`config.mk`:
```
export PLATFORM = sky130hd
export DESIGN_NAME = ntc_temperature_from_adc_core
export DESIGN_NICKNAME = d
export VERILOG_FILES = /design/src/sv/ntc_pkg.sv /design/src/sv/ntc_temperature_from_adc_core.sv
export SDC_FILE = /design/constraint.sdc
export NUM_CORES = 1
export LEC_CHECK = 0
export BUFFER_PORTS_ARGS = -buffer_cell sky130_fd_sc_hd__buf_2
export CORE_MARGIN = 2
export CORE_UTILIZATION = 60
export CTS_CLUSTER_SIZE = 12
export DETAILED_ROUTE_END_ITERATION = 8
export GPL_TIMING_DRIVEN = 0
export PLACE_DENSITY = 0.82
export SYNTH_ARGS = -nofsm -noshare
export SYNTH_HDL_FRONTEND = slang
export SYNTH_SLANG_ARGS = --single-unit
```
`constraint.sdc`:
```
create_clock -name clk -period 12.25 [get_ports clk]
set_input_delay 0.6125 -clock clk [delete_from_list [all_inputs] [get_ports clk]]
set_output_delay 0.6125 -clock clk [all_outputs]
set_load 0.02 [all_outputs]
```
`src/sv/ntc_pkg.sv`:
```
// ntc_pkg: shared types, constants and the thermistor curve for the ntc temperature core
// no dependencies; imported by ntc_temperature_from_adc_core
package ntc_pkg;

	// parameter defaults and bounds
	localparam int SAMPLES_DEFAULT = 10;
	localparam int CURVE_DEFAULT   = 18;
	localparam int CURVE_MAX       = 64;

	// field widths
	localparam int SAMPLE_W = 10;
	localparam int SUM_W    = 14;
	localparam int ENTRY_W  = 13;
	localparam int RES_W    = 16;
	localparam int TEMP_W   = 12;
	localparam int STATUS_W = 2;
	localparam int CFG_IDX_W  = 2;
	localparam int CFG_DATA_W = 14;

	// serial divider: dividend bits (sum*100 and diff*step*10 both stay below 2**21)
	localparam int DIV_BITS = 21;
	localparam int DIV_CNT_W = 5;

	localparam logic [RES_W-1:0] RES_MAX = 16'hFFFF;
	localparam int TEMP_MIN = -2048;
	localparam int TEMP_MAX = 2047;

	// register reset values
	localparam logic [7:0]  FIRST_TEMP_RESET = 8'hEC;   // -20 degrees
	localparam logic [4:0]  TEMP_STEP_RESET  = 5'd5;
	localparam logic [13:0] REF_SUM_RESET    = 14'd10210;

	typedef enum logic [CFG_IDX_W-1:0] {
		CFG_FIRST_TEMP = 2'd0,
		CFG_TEMP_STEP  = 2'd1,
		CFG_REF_SUM    = 2'd2
	} cfg_index_t;

	typedef enum logic [STATUS_W-1:0] {
		ST_OK       = 2'd0,
		ST_TOO_HOT  = 2'd1,
		ST_TOO_COLD = 2'd2
	} status_t;

	// descending resistance curve in units of 100 ohm; unused entries are zero
	function automatic logic [ENTRY_W-1:0] curve_entry(input logic [5:0] idx);
		logic [ENTRY_W-1:0] e;
		unique case (idx)
			6'd0:  e = 13'd4641;
			6'd1:  e = 13'd3490;
			6'd2:  e = 13'd2646;
			6'd3:  e = 13'd2023;
			6'd4:  e = 13'd1558;
			6'd5:  e = 13'd1209;
			6'd6:  e = 13'd945;
			6'd7:  e = 13'd744;
			6'd8:  e = 13'd589;
			6'd9:  e = 13'd470;
			6'd10: e = 13'd377;
			6'd11: e = 13'd304;
			6'd12: e = 13'd247;
			6'd13: e = 13'd201;
			6'd14: e = 13'd165;
			6'd15: e = 13'd136;
			6'd16: e = 13'd113;
			6'd17: e = 13'd94;
			default: e = '0;
		endcase
		return e;
	endfunction

endpackage

```
`src/sv/ntc_temperature_from_adc_core.sv`:
```
// ntc_temperature_from_adc_core: adc sample averaging, serial resistance divide,
// curve search and linear interpolation to tenths of a degree; uses ntc_pkg
//
// Each accepted adc word is added to a registered running sum. Every
// SAMPLES_PER_READING-th word closes a reading and starts the computation, during
// which the input is stalled: a check state, a bit-serial restoring divide for the
// resistance on a one-bit-per-cycle divider, a curve search of one entry per cycle,
// and for an interpolated point a setup state and a second divide on the same
// divider. An exact or interpolated point then passes a base step and a step to
// scale and saturate, and the done state loads the output register once it is
// free. A reading ends in the check when the sum reaches the reference, in the
// search when the resistance lies above the first entry or below the last one,
// and otherwise yields a temperature on an exact curve point or by interpolation.
// The result sits in an output register, so the next reading's words are taken
// while it waits on out_stall.
module ntc_temperature_from_adc_core
	import ntc_pkg::*;
#(
	parameter int SAMPLES_PER_READING = SAMPLES_DEFAULT,
	parameter int CURVE_ENTRIES       = CURVE_DEFAULT
) (
	input  logic                         clk,
	input  logic                         arst_n,
	input  logic                         cfg_write,
	input  logic [CFG_IDX_W-1:0]         cfg_index,
	input  logic [CFG_DATA_W-1:0]        cfg_data,
	input  logic                         in_valid,
	output logic                         in_stall,
	input  logic [SAMPLE_W-1:0]          adc_sample,
	output logic                         out_valid,
	input  logic                         out_stall,
	output logic signed [TEMP_W-1:0]     temperature_tenths,
	output logic [RES_W-1:0]             resistance_hundreds,
	output logic [STATUS_W-1:0]          status
);

	localparam int CNT_W = $clog2(SAMPLES_PER_READING + 1);
	localparam int IDX_W = $clog2(CURVE_ENTRIES + 1);

	typedef enum logic [7:0] {
		S_IDLE   = 8'b0000_0001,
		S_CHECK  = 8'b0000_0010,
		S_DIV    = 8'b0000_0100,
		S_SEARCH = 8'b0000_1000,
		S_PREP   = 8'b0001_0000,
		S_BASE   = 8'b0010_0000,
		S_SCALE  = 8'b0100_0000,
		S_DONE   = 8'b1000_0000
	} state_t;

	state_t state_q;

	// configuration
	logic signed [7:0] first_temp_q;
	logic [4:0]        temp_step_q;
	logic [8:0]        temp_step10_q;
	logic [13:0]       ref_sum_q;

	// accumulation
	logic [SUM_W-1:0] sum_q;
	logic [CNT_W-1:0] cnt_q;
	logic [SUM_W-1:0] reading_q;

	// divider
	logic [SUM_W-1:0]    rem_q;
	logic [SUM_W-1:0]    dvsr_q;
	logic [DIV_BITS-1:0] quo_q;
	logic [DIV_CNT_W-1:0] div_cnt_q;
	logic                second_q;

	// search and interpolation
	logic [IDX_W-1:0]    b_q;
	logic [ENTRY_W-1:0]  upper_q;
	logic [ENTRY_W-1:0]  diff_q;
	logic [ENTRY_W-1:0]  span_q;
	logic [8:0]          frac_q;
	logic signed [12:0]  base_q;

	// result
	logic [RES_W-1:0]         res_q;
	logic signed [TEMP_W-1:0] temp_q;
	logic [STATUS_W-1:0]      stat_q;

	logic                         out_valid_q;
	logic signed [TEMP_W-1:0]     out_temp_q;
	logic [RES_W-1:0]             out_res_q;
	logic [STATUS_W-1:0]          out_stat_q;

	// combinational helpers
	logic [SUM_W-1:0]    sum_next;
	logic [CNT_W-1:0]    cnt_next;
	logic [SUM_W:0]      trial;
	logic                trial_ge;
	logic [SUM_W-1:0]    rem_next;
	logic [DIV_BITS-1:0] quo_next;
	logic                div_last;
	logic [ENTRY_W-1:0]  entry;
	logic [10:0]         kstep;
	logic signed [16:0]  scaled;
	logic                in_take;
	logic                out_free;

	assign in_take  = in_valid && !in_stall;
	assign in_stall = (state_q != S_IDLE);
	assign out_free = !out_valid_q || !out_stall;

	assign sum_next = sum_q + SUM_W'(adc_sample);
	assign cnt_next = cnt_q + CNT_W'(1);

	// one restoring step per cycle
	assign trial    = {rem_q, quo_q[DIV_BITS-1]};
	assign trial_ge = (trial >= {1'b0, dvsr_q});
	assign rem_next = trial_ge ? SUM_W'(trial - {1'b0, dvsr_q}) : trial[SUM_W-1:0];
	assign quo_next = {quo_q[DIV_BITS-2:0], trial_ge};
	assign div_last = (div_cnt_q == DIV_CNT_W'(DIV_BITS - 1));

	assign entry  = curve_entry(6'(b_q));
	assign kstep  = 11'(b_q) * 11'(temp_step_q);
	assign scaled = 17'(base_q) * 17'sd10 + $signed({8'b0, frac_q});

	always_ff @(posedge clk or negedge arst_n) begin
		if (!arst_n) begin
			first_temp_q  <= FIRST_TEMP_RESET;
			temp_step_q   <= TEMP_STEP_RESET;
			temp_step10_q <= 9'(TEMP_STEP_RESET * 10);
			ref_sum_q     <= REF_SUM_RESET;
		end else if (cfg_write) begin
			unique case (cfg_index)
				CFG_FIRST_TEMP: first_temp_q <= cfg_data[7:0];
				CFG_TEMP_STEP: begin
					temp_step_q   <= cfg_data[4:0];
					temp_step10_q <= 9'(cfg_data[4:0]) * 9'd10;
				end
				CFG_REF_SUM: ref_sum_q <= cfg_data;
				default: ;
			endcase
		end
	end

	always_ff @(posedge clk or negedge arst_n) begin
		if (!arst_n) begin
			state_q     <= S_IDLE;
			sum_q       <= '0;
			cnt_q       <= '0;
			div_cnt_q   <= '0;
			second_q    <= 1'b0;
			b_q         <= '0;
			out_valid_q <= 1'b0;
		end else begin
			// the done state reloads the output word itself
			if (out_valid_q && !out_stall && state_q != S_DONE)
				out_valid_q <= 1'b0;

			unique case (state_q)
				S_IDLE: begin
					if (in_take) begin
						if (cnt_next == CNT_W'(SAMPLES_PER_READING)) begin
							sum_q     <= '0;
							cnt_q     <= '0;
							reading_q <= sum_next;
							state_q   <= S_CHECK;
						end else begin
							sum_q <= sum_next;
							cnt_q <= cnt_next;
						end
					end
				end
				S_CHECK: begin
					if (reading_q >= ref_sum_q) begin
						res_q   <= RES_MAX;
						stat_q  <= ST_TOO_COLD;
						temp_q  <= '0;
						state_q <= S_DONE;
					end else begin
						rem_q     <= '0;
						quo_q     <= DIV_BITS'(reading_q) * DIV_BITS'(100);
						dvsr_q    <= ref_sum_q - reading_q;
						div_cnt_q <= '0;
						second_q  <= 1'b0;
						state_q   <= S_DIV;
					end
				end
				S_DIV: begin
					rem_q     <= rem_next;
					quo_q     <= quo_next;
					div_cnt_q <= div_cnt_q + DIV_CNT_W'(1);
					if (div_last) begin
						if (!second_q) begin
							res_q   <= (|quo_next[DIV_BITS-1:RES_W]) ? RES_MAX
							                                         : quo_next[RES_W-1:0];
							b_q     <= '0;
							state_q <= S_SEARCH;
						end else begin
							// fraction is below step*10, so nine bits hold it
							frac_q  <= quo_next[8:0];
							state_q <= S_BASE;
						end
					end
				end
				S_SEARCH: begin
					priority if (b_q == IDX_W'(CURVE_ENTRIES)) begin
						stat_q  <= ST_TOO_HOT;
						temp_q  <= '0;
						state_q <= S_DONE;
					end else if (res_q < RES_W'(entry)) begin
						upper_q <= entry;
						b_q     <= b_q + IDX_W'(1);
					end else if (res_q == RES_W'(entry)) begin
						frac_q  <= '0;
						state_q <= S_BASE;
					end else if (b_q == '0) begin
						stat_q  <= ST_TOO_COLD;
						temp_q  <= '0;
						state_q <= S_DONE;
					end else begin
						// res lies between upper and entry, so it fits the entry width
						diff_q  <= upper_q - res_q[ENTRY_W-1:0];
						span_q  <= upper_q - entry;
						b_q     <= b_q - IDX_W'(1);
						state_q <= S_PREP;
					end
				end
				S_PREP: begin
					rem_q     <= '0;
					quo_q     <= DIV_BITS'(diff_q) * DIV_BITS'(temp_step10_q);
					dvsr_q    <= SUM_W'(span_q);
					div_cnt_q <= '0;
					second_q  <= 1'b1;
					state_q   <= S_DIV;
				end
				S_BASE: begin
					base_q  <= 13'(first_temp_q) + $signed({2'b00, kstep});
					state_q <= S_SCALE;
				end
				S_SCALE: begin
					stat_q <= ST_OK;
					if (scaled < 17'(TEMP_MIN))
						temp_q <= TEMP_W'(TEMP_MIN);
					else if (scaled > 17'(TEMP_MAX))
						temp_q <= TEMP_W'(TEMP_MAX);
					else
						temp_q <= scaled[TEMP_W-1:0];
					state_q <= S_DONE;
				end
				S_DONE: begin
					if (out_free) begin
						out_valid_q <= 1'b1;
						out_temp_q  <= temp_q;
						out_res_q   <= res_q;
						out_stat_q  <= stat_q;
						state_q     <= S_IDLE;
					end
				end
				default: state_q <= S_IDLE;
			endcase
		end
	end

	assign out_valid           = out_valid_q;
	assign temperature_tenths  = out_temp_q;
	assign resistance_hundreds = out_res_q;
	assign status              = out_stat_q;

	a_cnt_bound: assert property (@(posedge clk) disable iff (!arst_n)
		cnt_q < CNT_W'(SAMPLES_PER_READING))
		else $error("sample count reached the reading length");

	a_rem_bound: assert property (@(posedge clk) disable iff (!arst_n)
		state_q == S_DIV |-> rem_q < dvsr_q)
		else $error("divider remainder not below divisor");

	a_search_bound: assert property (@(posedge clk) disable iff (!arst_n)
		state_q == S_SEARCH |-> b_q <= IDX_W'(CURVE_ENTRIES))
		else $error("curve search ran past the last entry");

	a_load_from_done: assert property (@(posedge clk) disable iff (!arst_n)
		$rose(out_valid_q) |-> $past(state_q == S_DONE))
		else $error("result word loaded outside the done state");

	a_flag_temp_zero: assert property (@(posedge clk) disable iff (!arst_n)
		out_valid_q && out_stat_q != ST_OK |-> out_temp_q == '0)
		else $error("flagged result carries a temperature");

endmodule

```
==> results.md <==
- Status: completed
- Post-Syn Area: 20300 µm²
- Most used cell, CP: fa_1
- CTS sink cnt: roughly 250
- Minimum clock period: 5.85 ns
- Net Switching: ~1.8 mW
- Setup Buffers After CTS: 0
- Dpl cell area: 21300 µm²
- Initial Util: 0.607
- Total global-route track usage: 0.280
- Post-DP HPWL: between 30 and 40 mm
- Ant. Diodes: 0
- Pwr Density: 201 nW/µm²
- Number of flops mapped to enable cells by yosys: 183
- # rows: 67
- Final period utilization: 0.478
- Simple-gate portion of the synthesized area: 0.144
- Iter 0 DRT Violations: 1035
- Die span in x: 188 µm
- Post-Synthesis Cells: 2024
- Fin area: 22200 µm²
- Number of routed nets with antenna violations: 0
- Worst VDD drop: 0.162 mV
- Routed vias/inst: approximately 6
- Initial antenna violation count: 0
- Core ar.: roughly 33000 µm²
- HP Class: input port to flop
- Post-synth top area share: 0.271
- Crit-path slowest cell: a2111oi_0
- Sw Share: 0.409
- Max frequency: 0.171 GHz
- Area of the multi-input gates: between 10000 and 15000 µm²
- Post-synthesis mux area share: 0.0237
- Cell Int Power: ~2.6 mW
- Combinational group share of total power: 0.539
- Die ar.: 35300 µm²
- PortBufs: 62
- Register area share after synthesis: 0.360
- Routed vias: 15500
- Startpoint types: flop
- Setup TNS: 0 ns
- Sequential Area: roughly 7300 µm²
- CP Buf/Inv Count: 4
- Drt wl/cell: 18.8 µm
- Compound-cell area share of the yosys netlist: 0.128
- Crit path capture type: flop
- Critical path required time: 12.54 ns
- Headroom to the max-slew limit: 0.108
- Total wire length: 48.7 mm
- Fin nets: 2483
- Pre-CTS setup slack: around 6.6 ns
- MaxCap Viol Count: 0
- Global route total overflow: 0
- TritonCTS clock tree: built
- Worst Max-Slew Pin Slew: 1.32 ns
- Area growth syn-to-layout: 9.47%
- Final setup vio count: 0
- I/O pin count: 63
- DRC viols: 0
- Worst-Skew Late Latency: 0.57 ns
- CTS Buffer Depth: 3
- Register share of total power: 0.271
- Crit path kind: flop to flop
- Leakage: 9.91 nW
- Critical Path, Cell by Cell: clkbuf_1 -> nand2_1 -> fa_1 -> fa_1 -> inv_1 -> fa_1 -> inv_1 -> fa_1 -> inv_1 -> ha_1 -> a2111oi_0 -> o31ai_1 -> o41ai_1 -> o21ai_0 -> xnor2_1 -> o21ai_0
- Fill cell count: 2566
- TritonRoute pass-1 iters: 8
- Top FF cell, synth: edfxtp_1
- Slew Limit Fails: 0
- Crit path arrival time: a little over 6 ns
- Clock network fraction of design power: 0.190
- Clock edge transition at the registers on the reported setup and hold paths: 0.06 ns
- Post-Synth Adder-Cell Area: 0.238
- Synth top cells by count: 263 x inv_1, 237 x ha_1, 183 x edfxtp_1
- Largest family of logic cells by synthesized area: adder cells
- Inserted Clock Buffers: 28
- Count leader, synth: inv_1
- GP Congestion: 0.918
- Clk_skew: 0.0173 ns
- Post-Synth XOR/XNOR Area: 0.0480
- Synthesized flop and latch total: roughly 250
- Crit path max fanout: 10
- Syn nets: 2385
- First-pass GRT wire length: 78.8 mm
- Setup slack after layout: 6.40 ns
- Synth area leader: edfxtp_1
- CP max stage delay: between 0.6 and 0.7 ns
- Die Y-Extent: ~190 µm
- Hold Vio Cnt, Final: 0
- R2r setup slk: around 6.4 ns
- Yosys cell types: 81
- Synthesized area per cell: 10.0 µm²
- H-tree levels: 1
- Clk root buf: clkbuf_16
- Share of layout cells above drive strength 1: 0.0951
- Delay-heaviest family, CP: adder cells
- Vias in the first global route: approximately 15000
- Largest net degree at the start of global routing: 55
- Post-synth ARST share: 0.280
- YS warnings: 0
- Unrepaired setup endpoints after global routing: no
- Area contributors post-synth: edfxtp_1 27%, ha_1 15%, fa_1 9.2%
==> worst paths after layout <==
| check | start | end | depth (start not counted) |
|---|---|---|---|
| worst max-delay path | temp_step10_q[5]$_DFFE_PN1P_ | quo_q[17]$_DFFE_PP_ | 16 |
| worst min-delay path | cfg_data[11] | ref_sum_q[11]$_DFFE_PN0P_ | 2 |
| worst max register to register | temp_step10_q[5]$_DFFE_PN1P_ | quo_q[17]$_DFFE_PP_ | 16 |
| worst min register to register | temp_q[4]$_SDFFCE_PP0P_ | temperature_tenths[4]$_DFFE_PP_ | 0 |
| max in group asynchronous | arst_n | ref_sum_q[13]$_DFFE_PN1P_ | 3 |
| min in group asynchronous | arst_n | temp_step_q[3]$_DFFE_PN0P_ | 2 |
==> logic make-up (layout without fill, tap and decap cells) <==
family,after synthesis,after routing
compound gates,389,389
xor+xnor,111,111
fa+ha+maj,330,330
buf+inv,307,427
flops,254,254
mux,44,44
simple gates,589,589
==> state kept, by name (all words and copies together), names as in the netlist, 9 cells and up <==
register	cells
diff_q	13
res_q	16
upper_q	13
dvsr_q	14
ref_sum_q	14
resistance_hundreds	16
frac_q	9
rem_q	14
reading_q	14
base_q	12
temp_q	12
sum_q	14
span_q	13
quo_q	21
temperature_tenths	12
==> routing by layer <==
metal | part of all wire | GRT usage | up-vias
met2 | 0.47 | 0.461 | 588
li1 | - | - | 7238
met1 | 0.42 | 0.387 | 7567
met3 | 0.072 | 0.0357 | 103
met4 | 0.033 | 0.0863 | 0
met5 | 0 | 0 | -
==> through the flow <==
| stage | total power [mW] | instances | utilization | hold slack (ns) |
|---|---|---|---|---|
| 6_report | 4.47 | 2592 | 0.665 | 0.278 |
| 5_1_grt | 4.83 | 2592 | 0.665 | 0.275 |
| 3_5_place_dp | 3.59 | 2539 | 0.637 | 0.405 |
| 3_3_place_gp | 3.49 | 2534 | 0.633 | 0.402 |
| 4_1_cts | 4.46 | 2592 | 0.665 | 0.257 |
| 2_1_floorplan | 3.04 | 2024 | - | 0.317 |
==> power groups by stage <==
stage	sequential (mW)	combinational [mW]	clock, mW
2_1_floorplan	1.20	1.84	0
3_3_place_gp	1.22	2.27	0
3_5_place_dp	1.22	2.36	0
4_1_cts	1.21	2.39	0.858
5_1_grt	1.22	2.72	0.886
6_report	1.21	2.41	0.850
==> placed cells by master (no fill, tap or decap), drive strengths merged, types with 32 or more instances in the layout <==
| cell type | count |
|---|---|
| edfxtp | 183 |
| mux2 | 32 |
| dfrtp | 53 |
| and2 | 89 |
| xor2 | 33 |
| buf | 71 |
| ha | 237 |
| a21oi | 88 |
| clkbuf | 83 |
| xnor2 | 78 |
| o21ai | 87 |
| fa | 93 |
| inv | 265 |
| nand2 | 157 |
| a21o | 32 |
| nor2 | 141 |
==> layout make-up <==
cell class | count | area share
timing repair buffer | 68 | 0.0187
clock inverter | 9 | 0.00496
inverter | 263 | 0.0445
clock buffer | 43 | 0.0364
tap | 448 | 0.0253
buffer | 44 | 0.00790
sequential | 254 | 0.329
multi-input combinational | 1463 | 0.533
==> what timing repair did <==
item                      in CTS  in global routing
resized for setup              0                  0
hold buffers                   1                  0
hold endpoints to repair      15                  0
Power figures use the tool's default switching activity.
